===== src/first_fit_block_allocator_assert.svh =====
// assertion macros for the first-fit block allocator
`ifndef FIRST_FIT_BLOCK_ALLOCATOR_ASSERT_SVH
`define FIRST_FIT_BLOCK_ALLOCATOR_ASSERT_SVH
// implication checked on every clock edge outside reset
`define FFBA_ASSERT_IMPL(label, ante, cons, msg) \
    label: assert property (@(posedge clk) disable iff (!rst_n) (ante) |-> (cons)) \
        else $error(msg);
// implication whose consequent is checked in the next cycle
`define FFBA_ASSERT_NEXT(label, ante, cons, msg) \
    label: assert property (@(posedge clk) disable iff (!rst_n) (ante) |=> (cons)) \
        else $error(msg);
`endif


===== src/ffba_pkg.sv =====
// package for the first-fit block allocator: types, constants, state codes
package ffba_pkg;
    localparam int TABLE_ENTRIES = 16;
    localparam int HEADER_BYTES = 12;
    localparam int IDX_W = (TABLE_ENTRIES > 1) ? $clog2(TABLE_ENTRIES) : 1;
    localparam int CNT_W = $clog2(TABLE_ENTRIES + 1);
    localparam int ITER_W = $clog2(TABLE_ENTRIES + 3);
    localparam logic [31:0] KERNEL_BASE = 32'h0010_0000;
    localparam logic [31:0] MAX_RAM_RESET = 32'h0200_0000;
    localparam logic [0:0] REG_MAX_RAM = 1'b0;
    localparam logic [0:0] REG_PKG_OFFSET = 1'b1;
    localparam logic CMD_ALLOC = 1'b0;
    localparam logic CMD_FREE = 1'b1;
    localparam logic [1:0] ST_OK = 2'd0;
    localparam logic [1:0] ST_NO_SPACE = 2'd1;
    localparam logic [1:0] ST_FULL = 2'd2;
    localparam logic [1:0] ST_NOT_FOUND = 2'd3;

    typedef struct packed {
        logic        cmd;
        logic [31:0] alloc_size;
        logic [31:0] free_addr;
    } req_t;

    typedef struct packed {
        logic [1:0]  status;
        logic [31:0] addr;
    } rsp_t;

    typedef enum logic [2:0] {
        S_IDLE, S_SCAN, S_DECIDE, S_FSCAN, S_SHIFT, S_DONE
    } state_t;
endpackage


===== src/first_fit_block_allocator.sv =====
// top level of the first-fit block allocator
// Usage: pulse start with req while busy is low; one result appears on rsp with
// done high for exactly one cycle. The receiver cannot stall, so nothing waits.
// cfg_we/cfg_idx/cfg_data write max_ram (index 0) and pkg_offset (index 1);
// the user must write them only while busy is low; the block does not enforce it.
// The region table sits in one synchronous ram (base and size per entry),
// with a fill count since valid entries always form a prefix.
// Allocate: each candidate is one pass over the table, reading one entry
// per cycle: the scan state covers the kernel region and then the entries,
// and a decide state ends the pass, with the collision test and lowest-base
// search in the same pass. Up to TABLE_ENTRIES+2 passes are made.
// Free: one pass to find the base, then a compaction that moves each later
// entry down one slot, reading it and then writing it.
// Table full allocates and kernel frees go straight to the done state.
// A new request is taken at the edge that ends the result cycle.
// Reset clears the fill count and restores the register defaults; no
// clearing pass is needed. One request is in work at a time.
module first_fit_block_allocator (
    input  logic                 clk,
    input  logic                 rst_n,
    input  logic                 start,
    output logic                 busy,
    input  ffba_pkg::req_t       req,
    output logic                 done,
    output ffba_pkg::rsp_t       rsp,
    input  logic                 cfg_we,
    input  logic [0:0]           cfg_idx,
    input  logic [31:0]          cfg_data
);
    localparam int IW = ffba_pkg::IDX_W;
    localparam int CW = ffba_pkg::CNT_W;

    ffba_pkg::state_t state_reg, state_next;
    logic [31:0] max_ram_reg;
    logic [23:0] pkg_offset_reg;
    logic [CW-1:0] count_reg, count_next;
    logic [CW-1:0] ptr_reg, ptr_next;       // next read address
    logic          rv_reg, rv_next;         // read data valid this cycle
    logic [CW-1:0] rptr_reg, rptr_next;     // entry index of read data
    logic [32:0] cand_reg, cand_next;
    logic [32:0] size_reg, size_next;
    logic        coll_reg, coll_next;
    logic        found_reg, found_next;
    logic [32:0] lim_reg, lim_next;
    logic [33:0] nend_reg, nend_next;
    logic [ffba_pkg::ITER_W-1:0] iter_reg, iter_next;
    logic        cmd_reg, cmd_next;
    logic [31:0] fa_reg, fa_next;
    logic [31:0] rb_reg, rb_next;
    ffba_pkg::rsp_t rsp_reg, rsp_next;
    logic        done_reg, done_next;

    logic          we;
    logic [IW-1:0] waddr, raddr;
    logic [64:0]   wdata, rdata;

    ffba_ram #(.WIDTH(65), .DEPTH(ffba_pkg::TABLE_ENTRIES), .AW(IW)) u_ram (
        .clk(clk), .we(we), .waddr(waddr), .wdata(wdata), .raddr(raddr), .rdata(rdata)
    );

    // region seen this cycle: kernel when no ram data is valid in scan
    logic        use_kernel;
    logic [32:0] rg_b, rg_n;
    logic [33:0] rg_t, cand_e;
    logic        hit_coll, hit_low;
    logic [33:0] tot_end;

    assign busy = (state_reg != ffba_pkg::S_IDLE);
    assign done = done_reg;
    assign rsp  = rsp_reg;

    // configuration registers
    always_ff @(posedge clk or negedge rst_n)
    begin
        if (!rst_n)
        begin
            max_ram_reg    <= ffba_pkg::MAX_RAM_RESET;
            pkg_offset_reg <= '0;
        end
        else if (cfg_we)
        begin
            unique case (cfg_idx)
                ffba_pkg::REG_MAX_RAM:    max_ram_reg <= cfg_data;
                ffba_pkg::REG_PKG_OFFSET: pkg_offset_reg <= cfg_data[23:0];
                default: ;
            endcase
        end
    end

    // control registers
    always_ff @(posedge clk or negedge rst_n)
    begin
        if (!rst_n)
        begin
            state_reg <= ffba_pkg::S_IDLE;
            count_reg <= '0;
            done_reg  <= 1'b0;
            rv_reg    <= 1'b0;
        end
        else
        begin
            state_reg <= state_next;
            count_reg <= count_next;
            done_reg  <= done_next;
            rv_reg    <= rv_next;
        end
    end

    // datapath registers
    always_ff @(posedge clk)
    begin
        ptr_reg   <= ptr_next;
        rptr_reg  <= rptr_next;
        cand_reg  <= cand_next;
        size_reg  <= size_next;
        coll_reg  <= coll_next;
        found_reg <= found_next;
        lim_reg   <= lim_next;
        nend_reg  <= nend_next;
        iter_reg  <= iter_next;
        cmd_reg   <= cmd_next;
        fa_reg    <= fa_next;
        rb_reg    <= rb_next;
        rsp_reg   <= rsp_next;
    end

    // region under test and its compare results
    always_comb
    begin
        use_kernel = !rv_reg;
        rg_b = use_kernel ? {1'b0, ffba_pkg::KERNEL_BASE} : {1'b0, rdata[64:33]};
        rg_n = use_kernel ? {9'b0, pkg_offset_reg} : rdata[32:0];
        rg_t = {1'b0, rg_b} + {1'b0, rg_n};
        cand_e = {1'b0, cand_reg} + {1'b0, size_reg};
        hit_coll = (({1'b0, cand_reg} >= {1'b0, rg_b}) && ({1'b0, cand_reg} < rg_t))
                || ((cand_e >= {1'b0, rg_b}) && (cand_e < rg_t))
                || (({1'b0, cand_reg} <= {1'b0, rg_b}) && (cand_e > rg_t));
        hit_low = (rg_b >= cand_reg) && (rg_b < lim_reg);
        tot_end = cand_e;
    end

    // sequencer
    always_comb
    begin
        state_next = state_reg;
        count_next = count_reg;
        ptr_next   = ptr_reg;
        rv_next    = 1'b0;
        rptr_next  = ptr_reg;
        cand_next  = cand_reg;
        size_next  = size_reg;
        coll_next  = coll_reg;
        found_next = found_reg;
        lim_next   = lim_reg;
        nend_next  = nend_reg;
        iter_next  = iter_reg;
        cmd_next   = cmd_reg;
        fa_next    = fa_reg;
        rb_next    = rb_reg;
        rsp_next   = rsp_reg;
        done_next  = 1'b0;
        we    = 1'b0;
        waddr = ptr_reg[IW-1:0];
        wdata = rdata;
        raddr = ptr_reg[IW-1:0];
        unique case (state_reg)
            ffba_pkg::S_IDLE:
            begin
                if (start)
                begin
                    cmd_next = req.cmd;
                    fa_next  = req.free_addr;
                    rb_next  = req.free_addr - 32'(ffba_pkg::HEADER_BYTES);
                    size_next = {1'b0, req.alloc_size} + 33'(ffba_pkg::HEADER_BYTES);
                    cand_next = {1'b0, ffba_pkg::KERNEL_BASE} + {9'b0, pkg_offset_reg};
                    iter_next = '0;
                    ptr_next  = '0;
                    raddr     = '0;
                    coll_next = 1'b0;
                    found_next = 1'b0;
                    lim_next  = {1'b0, max_ram_reg};
                    if (req.cmd == ffba_pkg::CMD_ALLOC)
                    begin
                        if (count_reg >= CW'(ffba_pkg::TABLE_ENTRIES))
                        begin
                            rsp_next = '{status: ffba_pkg::ST_FULL, addr: '0};
                            state_next = ffba_pkg::S_DONE;
                        end
                        else
                        begin
                            state_next = ffba_pkg::S_SCAN;
                        end
                    end
                    else if ((req.free_addr - 32'(ffba_pkg::HEADER_BYTES))
                             == ffba_pkg::KERNEL_BASE)
                    begin
                        rsp_next = '{status: ffba_pkg::ST_OK, addr: '0};
                        state_next = ffba_pkg::S_DONE;
                    end
                    else
                    begin
                        state_next = ffba_pkg::S_FSCAN;
                    end
                end
            end
            ffba_pkg::S_SCAN:
            begin
                // kernel region first (no read data), then entries 0..count-1
                if (hit_coll)
                begin
                    coll_next = 1'b1;
                end
                if (hit_low)
                begin
                    lim_next   = rg_b;
                    nend_next  = rg_t;
                    found_next = 1'b1;
                end
                if (ptr_reg < count_reg)
                begin
                    raddr     = ptr_reg[IW-1:0];
                    rv_next   = 1'b1;
                    ptr_next  = ptr_reg + CW'(1);
                end
                else
                begin
                    // last region evaluated this cycle only if no more reads
                    if (!rv_reg || (rptr_reg + CW'(1) >= count_reg))
                    begin
                        state_next = ffba_pkg::S_DECIDE;
                    end
                end
                if (rv_reg)
                begin
                    rptr_next = rptr_reg + CW'(1);
                end
                else
                begin
                    rptr_next = '0;
                end
            end
            ffba_pkg::S_DECIDE:
            begin
                if (!coll_reg && (tot_end <= {2'b0, max_ram_reg}))
                begin
                    we    = 1'b1;
                    waddr = count_reg[IW-1:0];
                    wdata = {cand_reg[31:0], size_reg};
                    count_next = count_reg + CW'(1);
                    rsp_next = '{status: ffba_pkg::ST_OK,
                                 addr: cand_reg[31:0] + 32'(ffba_pkg::HEADER_BYTES)};
                    state_next = ffba_pkg::S_DONE;
                end
                else if (!found_reg || (nend_reg <= {1'b0, cand_reg})
                         || (iter_reg == ffba_pkg::ITER_W'(ffba_pkg::TABLE_ENTRIES + 1)))
                begin
                    rsp_next = '{status: ffba_pkg::ST_NO_SPACE, addr: '0};
                    state_next = ffba_pkg::S_DONE;
                end
                else
                begin
                    cand_next  = nend_reg[32:0];
                    iter_next  = iter_reg + ffba_pkg::ITER_W'(1);
                    ptr_next   = '0;
                    coll_next  = 1'b0;
                    found_next = 1'b0;
                    lim_next   = {1'b0, max_ram_reg};
                    state_next = ffba_pkg::S_SCAN;
                end
            end
            ffba_pkg::S_FSCAN:
            begin
                // rptr_reg tags the data arriving now
                if (rv_reg && (rdata[64:33] == rb_reg))
                begin
                    ptr_next   = rptr_reg;
                    state_next = ffba_pkg::S_SHIFT;
                end
                else if (ptr_reg < count_reg)
                begin
                    raddr    = ptr_reg[IW-1:0];
                    rv_next  = 1'b1;
                    rptr_next = ptr_reg;
                    ptr_next = ptr_reg + CW'(1);
                end
                else if (!rv_reg || (rptr_reg + CW'(1) >= count_reg))
                begin
                    rsp_next = '{status: ffba_pkg::ST_NOT_FOUND, addr: fa_reg};
                    state_next = ffba_pkg::S_DONE;
                end
                else
                begin
                    rptr_next = rptr_reg;
                end
            end
            ffba_pkg::S_SHIFT:
            begin
                // ptr_reg is the hole; read ptr+1 then write it into ptr
                if (ptr_reg + CW'(1) >= count_reg)
                begin
                    count_next = count_reg - CW'(1);
                    rsp_next = '{status: ffba_pkg::ST_OK, addr: '0};
                    state_next = ffba_pkg::S_DONE;
                end
                else if (!rv_reg)
                begin
                    raddr   = IW'(ptr_reg + CW'(1));
                    rv_next = 1'b1;
                end
                else
                begin
                    we    = 1'b1;
                    waddr = ptr_reg[IW-1:0];
                    wdata = rdata;
                    ptr_next = ptr_reg + CW'(1);
                end
            end
            ffba_pkg::S_DONE:
            begin
                done_next  = 1'b1;
                state_next = ffba_pkg::S_IDLE;
            end
            default:
            begin
                state_next = ffba_pkg::S_IDLE;
            end
        endcase
    end

`include "first_fit_block_allocator_assert.svh"

    `FFBA_ASSERT_IMPL(a_count_bound, 1'b1, count_reg <= CW'(ffba_pkg::TABLE_ENTRIES), "count overflow")
    `FFBA_ASSERT_NEXT(a_start_busy, start && !busy, busy, "request not taken")
    `FFBA_ASSERT_IMPL(a_done_idle, done, !busy, "result while busy")
endmodule


===== src/ffba_ram.sv =====
// generic single-port-write, one-read synchronous ram with registered read
module ffba_ram #(
    parameter int WIDTH = 65,
    parameter int DEPTH = 16,
    parameter int AW = 4
) (
    input  logic             clk,
    input  logic             we,
    input  logic [AW-1:0]    waddr,
    input  logic [WIDTH-1:0] wdata,
    input  logic [AW-1:0]    raddr,
    output logic [WIDTH-1:0] rdata
);
    logic [WIDTH-1:0] mem [DEPTH];

    // write and registered read
    always_ff @(posedge clk)
    begin
        if (we)
        begin
            mem[waddr] <= wdata;
        end
        rdata <= mem[raddr];
    end
endmodule

===== config.mk =====
export PLATFORM = sky130hd
export DESIGN_NAME = first_fit_block_allocator
export DESIGN_NICKNAME = d
export VERILOG_FILES = /design/src/ffba_pkg.sv /design/src/first_fit_block_allocator.sv /design/src/ffba_ram.sv
export VERILOG_INCLUDE_DIRS = /design/src /design/src/src
export SDC_FILE = /design/constraint.sdc
export NUM_CORES = 2
export LEC_CHECK = 0
export ABC_CLOCK_PERIOD_IN_PS = 10200
export BUFFER_PORTS_ARGS = -buffer_cell sky130_fd_sc_hd__buf_2
export CAP_MARGIN = 30
export CORE_ASPECT_RATIO = 0.8
export CORE_MARGIN = 5
export CORE_UTILIZATION = 50
export DETAILED_ROUTE_END_ITERATION = 10
export GPL_TIMING_DRIVEN = 0
export PLACE_DENSITY = 0.68
export SLEW_MARGIN = 25
export SYNTH_ARGS = -nofsm -noshare
export SYNTH_HDL_FRONTEND = slang
export SYNTH_HIERARCHICAL = 1
export SYNTH_SLANG_ARGS = --single-unit

===== constraint.sdc =====
create_clock -name clk -period 10.2 [get_ports clk]
set_input_delay 2.04 -clock clk [delete_from_list [all_inputs] [get_ports clk]]
set_output_delay 2.04 -clock clk [all_outputs]
set_load 0.1 [all_outputs]

* Word level (Yosys, flattened, before mapping)
Memory sizes are Yosys's and may differ from the RTL's. A register that Yosys moved wholly into a read port is not among the register bits.
Cells that the tools add are included.
** Storage, ports and cells
- Bits in registers :: 314
- Memories :: 1
- RAM bits :: 1040
- Logic and storage cells :: 187
** Operators by class
- Reduce and logical (&&, ||, !) cells :: 32
- Equality and inequality tests :: 28
- Order comparisons :: 14
- Bitwise gates (word level) :: 1
- Multiplexer cells :: 81
- Add/subtract/negate cells :: 11
** Memories
- u_ram.mem :: words 16, width 65, read ports 1, clocked after Yosys merged registers in 1, write ports 1, RTL line ffba_ram.sv:14 : logic [WIDTH-1:0] mem [DEPTH];
** Operators by type and width (count)
- $mux 34 :: 10
- $mux 33 :: 8
- $pmux 34 s4 :: 1
- $mux 65 :: 2
- $pmux 33 s3 :: 1
- $mux 5 :: 15
- $pmux 33 s2 :: 1
- $mux 3 :: 12
- $add 32x33->34 :: 1
- $add 33x33->34 :: 1
- $ge 34x32->1 :: 1
- $gt 34x34->1 :: 1
- $le 34x32->1 :: 1
- $le 34x33->1 :: 1
- $lt 33x34->1 :: 1
- $lt 34x34->1 :: 1
- $add 32x4->33 const B :: 1
- $ge 32x33->1 :: 1
- $ge 33x32->1 :: 1
- $le 33x32->1 :: 1
- $lt 32x33->1 :: 1
- $add 32x4->32 const B :: 1
- $eq 32x21->1 const B :: 1
- $eq 32x32->1 :: 1
- 38 further kinds :: 101

* Logic depth before layout (Yosys ltp)
- Word-level depth :: 8
- Depth in mapped cells :: 29
- Gate-level depth less buffers :: 26

* Hierarchy
Netlist, hierarchy kept.
** By module, submodules not included
- ffba_ram :: seq. area each 32531.2 sq um, times used 1, area each 40243.6 sq um, cells an instance 1673
- first_fit_block_allocator :: seq. area each 9009.9 sq um, times used 1, area each 24073.1 sq um, cells an instance 2539

* Worst setup path before layout
No wires, ideal clock.
- Kind :: input to register
- Start point :: input port req[7] (netlist name)
- End point :: register rsp_reg, in the netlist rsp[0] (enable)
- Required time :: 9.591 ns
- Path slack :: -0.871 ns
- Cell stages on the path :: 11
- Arrival :: 10.462 ns
- Library setup time :: 0.609 ns
- Cells stage by stage :: clkbuf_1 > or4_1 > nor4_2 > nand2_1 > or3_1 > xnor2_1 > or4_1 > or4_1 > o41ai_1 > nor2_1 > a2111oi_0
** On the way
- Word-level cells in the longest chain between the ends :: 4
** RTL lines
- from (decl) :: RTL line first_fit_block_allocator.sv:23 : input ffba_pkg::req_t req,
- $sub 32x4->32 :: RTL line first_fit_block_allocator.sv:194 : else if ((req.free_addr - 32'(ffba_pkg::HEADER_BYTES))
- $eq 32x21->1 :: RTL line first_fit_block_allocator.sv:195 : == ffba_pkg::KERNEL_BASE)
- $ne 3x3->1 (no source line)
- $reduce_and 9->1 (no source line)
- to (signal assigned) :: RTL line first_fit_block_allocator.sv:124 : rsp_reg <= rsp_next;
- to (decl) :: RTL line first_fit_block_allocator.sv:50 : ffba_pkg::rsp_t rsp_reg, rsp_next;
No other way between the ends.
A chain may end at the register's enable or synchronous reset.

* Final worst setup path
- Start point :: register cand_reg[8]
- End point :: memory u_ram.mem[8][20] (enable)
** RTL lines
- from (decl) :: RTL line first_fit_block_allocator.sv:40 : logic [32:0] cand_reg, cand_next;
- from (signal assigned) :: RTL line first_fit_block_allocator.sv:114 : cand_reg <= cand_next;
- $add 33x33->34 :: RTL line first_fit_block_allocator.sv:134 : cand_e = {1'b0, cand_reg} + {1'b0, size_reg};
- $le 34x32->1 :: RTL line first_fit_block_allocator.sv:244 : if (!coll_reg && (tot_end <= {2'b0, max_ram_reg}))
- $logic_and 1x1->1 :: RTL line first_fit_block_allocator.sv:244
- $mux 4 :: RTL line first_fit_block_allocator.sv:244
- $mux 4
- net waddr[3] :: RTL line first_fit_block_allocator.sv:54 : logic [IW-1:0] waddr, raddr;
- to (decl) :: RTL line ffba_ram.sv:14
The timed path passes the listed nets, and every way through them passes these cells.

==> metrics.sh <==
RESULT_OF_THE_RUN='finished, final reports clean'
NUM_ROWS=117
GLOBALPLACE.CONGESTION=1.02
SYNTH_TOP_CELLS_BY_AREA='edfxtp_1, mux4_2, ha_1'
SYNTHTOLAYOUTAREAGROWTH_PCT=15.5
INITIAL_UTILIZATION_PCT=50.4
DRT_WL_TOTAL_MM=205
CRITPATHSLOWESTCELL='edfxtp_1'
PLACE.PORT_BUFFERS=137
INTERNAL_POWER_uW=14300
WORST_CLOCK_SKEW_PS=44.1
CORE_BOX_AREA_UM2=128000
COMB_POWER_SHARE_PCT=41.6
MAXIMUM_NUMBER_OF_PINS_ON_ONE_NET_BEFORE_GLOBAL_ROUTE_REPAIR=63
TIMING_MAX_TRANSITION_VIOLATIONS_FINAL=0
POST_SYNTHESIS_CELL_TYPE_WITH_THE_LARGEST_COMBINED_AREA='edfxtp_1'
CP_DATA_REQUIRED_TIME_PS=10690
GR-USAGE-ALL-LAYERS_PCT=30.0
SYN-CELL-AREA_UM2=64300
STANDBY_LEAKAGE_POWER_uW=0.0270
SYNTHARSTFLOPSHARE_PCT=4.66
SYNTH_SEQ_CELLS=1416
CRIT_TOP_CELL='buf_4'
FLIP_FLOP_COUNT_OF_THE_LARGEST_REGISTER_AFTER_LAYOUT=1040
VIA_COUNT_OF_THE_FIRST_GLOBAL_ROUTING_PASS=39200
SYNTH_WARNINGS=6
CRIT_PATH_END_KIND='register'
LARGESTREGISTERS='u_ram/mem x1040, u_ram/rdata x65'
SYNTH_FP_NETS=4628
WORST_PATH_LARGEST_CELL_DELAY_PS=640
NUMCTSBUFFERS=139
POWER.SEQUENTIAL.FRACTION_PCT=35.7
CATEGORY_OF_CELLS_ACCOUNTING_FOR_THE_LARGEST_SHARE_OF_CRITICAL_PATH_DELAY='simple AND/OR/NAND/NOR gates'
TRITONCTS_CLOCK_TREE='built'
FINALCRITPERIODSHARE_PCT=99.7
DP.FINAL_HPWL_MM=152
SYNTHESIS.AREA_PER_INSTANCE_UM2=15.3
POSTCTSHOLDBUFS=0
FIN_CRIT_PS=10170
DRTITER0DRC=6420
POWER.IR.VDD_WORST_mV=0.296
POST_CTS_BUFFERS=0
DIE_W_UM=411
TNS_PS=0
FP.DIEAREA_UM2=136000
ROUTEDWLPERCELL_UM=31.7
POSTSYNTHCELLCOUNT=4212
SETUP_VIOL=0
DP_CELLS=6202
AVGVIACOUNTPERCELL=6.31
SYNTH-SEQ-AREA-SHARE_PCT=64.6
HTREE_NUM_LEVELS=4
CRITICAL_PATH_CLASS='register to register'
SWITCHING_POWER_uW=9390
SYNTH.TOP_CELLS.BY_COUNT='edfxtp_1, nand2_1, ha_1'
SYNTH_TOP_AREA_SHARE_PCT=60.0
CRIT_PATH_START_KIND='register'
FF2FF_PATH_DEPTH=31
CHIPHEIGHT_UM=331
CLKSLEWWORSTSETUPHOLDPATHS_PS=60
PATH_BUF_INV=10
ROOT_BUFFER_CELL='clkbuf_16'
NETLIST-CELL-TYPE-COUNT=87
MAX-CAP-VIOLATIONS=0
SW_FRAC_OF_TOTAL_PCT=39.7
CP_NUM_CELLS=31
NUMCLOCKSINKS=1416
MAX_FREQ_GHz=0.0984
LAYOUT.FILLER_CELLS=9658
FINAL-INSTANCE-COUNT-EXCL-FILL=6463
FINALHOLDVIOLCOUNT=0
NUM_VIAS=40800
SYNTH_EDF_COUNT=1285
ARRIVAL_TIME_WORST_ENDPOINT_PS=10660
RR_STARTPOINT='cand_reg[8]'
SYNTH.MOST_COMMON_CELL='edfxtp_1'
DRC_ERRORS=0
FIRST_PASS_ITERS=7
WORST-PATH-MAX-FANOUT=10
CLKLATENCYLATEPIN_PS=800
FIRST_PASS_GRT_WIRE_LENGTH_MM=288
HP-START='pkg_offset_reg[7]'
GRT_SETUP_UNREPAIRED='false'
WORST_PIN_SLEW_PS=1080
TIMING.HOLD.WORST.CLASS='register to register'
DESIGN.FINAL.NETS=5034
YS_DOMINANT_REG_CELL='edfxtp_1'
GRT.OVERFLOW.TOTAL=0
CLOCK_POWER_SHARE_PCT=22.7
POWER_DENSITY_nW_PER_UM2=319
SLEW_HEADROOM_PCT=28.2
LARGEST_REGISTER='u_ram/mem'
ANTENNA_FOUND_INITIAL=11
TIMING.CRITICAL_PATH.FROM='cand_reg[8]'
DRTANTENNAVIOLNETS=0
FRACTION_OF_FINAL_LAYOUT_CELLS_WITH_DRIVE_STRENGTH_GREATER_THAN_1_PCT=20.1
FLOORPLAN.IO_PINS=138
TIMING.HOLD.WORST_PATH_DEPTH=1
MAX-CLOCK-PATH-BUFFERS=3
==> routing by layer <==
layer	track usage [%]	vias up	wire, µm
li1	-	17200	-
met1	42.7	20700	81500
met2	43.5	2527	88000
met3	10.4	353	28500
met4	9.58	8	6700
met5	0	-	51
==> worst register-to-register path, delay by kind of cell (launching register included) <==
family	cells	cell delay [ps]
compound gates	8	2060
xor+xnor	1	540
fa+ha+maj	2	750
buf+inv	10	2680
flops	1	640
simple gates	10	3200
==> power groups by stage <==
stage                     logic, µW  registers (µW)  clock network (µW)
after global routing          10500            8470                5660
final                          9840            8450                5370
after global placement         9180            8600                   0
after floorplan                5890            8630                   0
after CTS                      9670            8400                5420
after detailed placement       9600            8510                   0
==> per-stage QoR <==
step | total power, µW | hold WS [ps] | worst slack, ps | util (%) | instance area, µm²
floorplan | 14500 | 489 | 156 | - | 64300
global placement | 17800 | 509 | -9160 | 52.7 | 67200
detailed placement | 18100 | 516 | -346 | 54.5 | 69500
CTS | 23500 | 532 | 15.2 | 58.3 | 74300
global route | 24700 | 545 | 2.82 | 58.3 | 74300
finish | 23700 | 535 | 33.0 | 58.3 | 74300
==> cells in the final DEF, fill, tap and decap left out, types with 13 or more instances in the layout <==
master     synthesis  final
edfxtp_1        1285   1285
nand2_1          401    401
ha_1             311    311
mux4_2           260    260
inv_1            203    202
o21ai_0          223    185
buf_2             24    166
clkbuf_16          0    141
a22oi_1          134    134
xnor2_1          129    129
a21oi_1          128    127
clkbuf_1          87    118
nor2_1           119    106
a21o_1            99     99
mux2_2            82     82
dfrtp_1           65     65
dfxtp_1           65     65
nand3_1           60     60
nand4_1           59     59
xor2_1            52     52
buf_4              9     46
buf_6             15     41
buf_16             0     40
nor3_1            38     33
nand2b_1          31     31
nor2b_1           30     30
o21ai_2            0     29
clkinv_2           0     25
and3_1            22     22
and2_1            23     22
o21a_1            19     19
a211oi_1          18     18
clkbuf_8           3     16
nor4_1            17     16
bufinv_16          0     15
buf_12             0     15
o211ai_1          13     13
nor2_4             0     13
==> final timing paths <==
check | to | slack, ps
max reg2reg | u_ram/mem[8][20] | 30
min reg2reg | pkg_offset_reg[7] | 530
max | u_ram/mem[8][20] | 30
min in group asynchronous | max_ram_reg[27] | 1150
min | pkg_offset_reg[7] | 530
max in group asynchronous | max_ram_reg[3] | 8440
==> logic make-up after synthesis <==
| kind of cell | count (synthesis) | synth area share (%) |
|---|---|---|
| flops | 1416 | 64.6 |
| simple gates | 873 | 6.50 |
| compound gates | 723 | 7.20 |
| buf+inv | 355 | 2.43 |
| mux | 347 | 10.6 |
| fa+ha+maj | 317 | 6.19 |
| xor+xnor | 181 | 2.46 |
==> cell type report <==
| type | instances | area [µm²] | share of cell area [%] |
|---|---|---|---|
| tap | 1725 | 2160 | 2.91 |
| antenna | 3 | 7.51 | 0.0101 |
| timing repair buffer | 266 | 2770 | 3.73 |
| sequential | 1416 | 41500 | 55.9 |
| buffer | 151 | 797 | 1.07 |
| clock inverter | 72 | 940 | 1.26 |
| inverter | 203 | 767 | 1.03 |
| multi-input combinational | 2441 | 21500 | 28.9 |
| clock buffer | 186 | 3830 | 5.15 |
==> timing repair <==
| action | 4_1_cts | 5_1_grt |
|---|---|---|
| resized for setup | 1 | 1 |
| setup endpoints to repair | 35 | 49 |
| gates cloned | 0 | 0 |
Note: power is estimated with default switching activity, not from simulation.
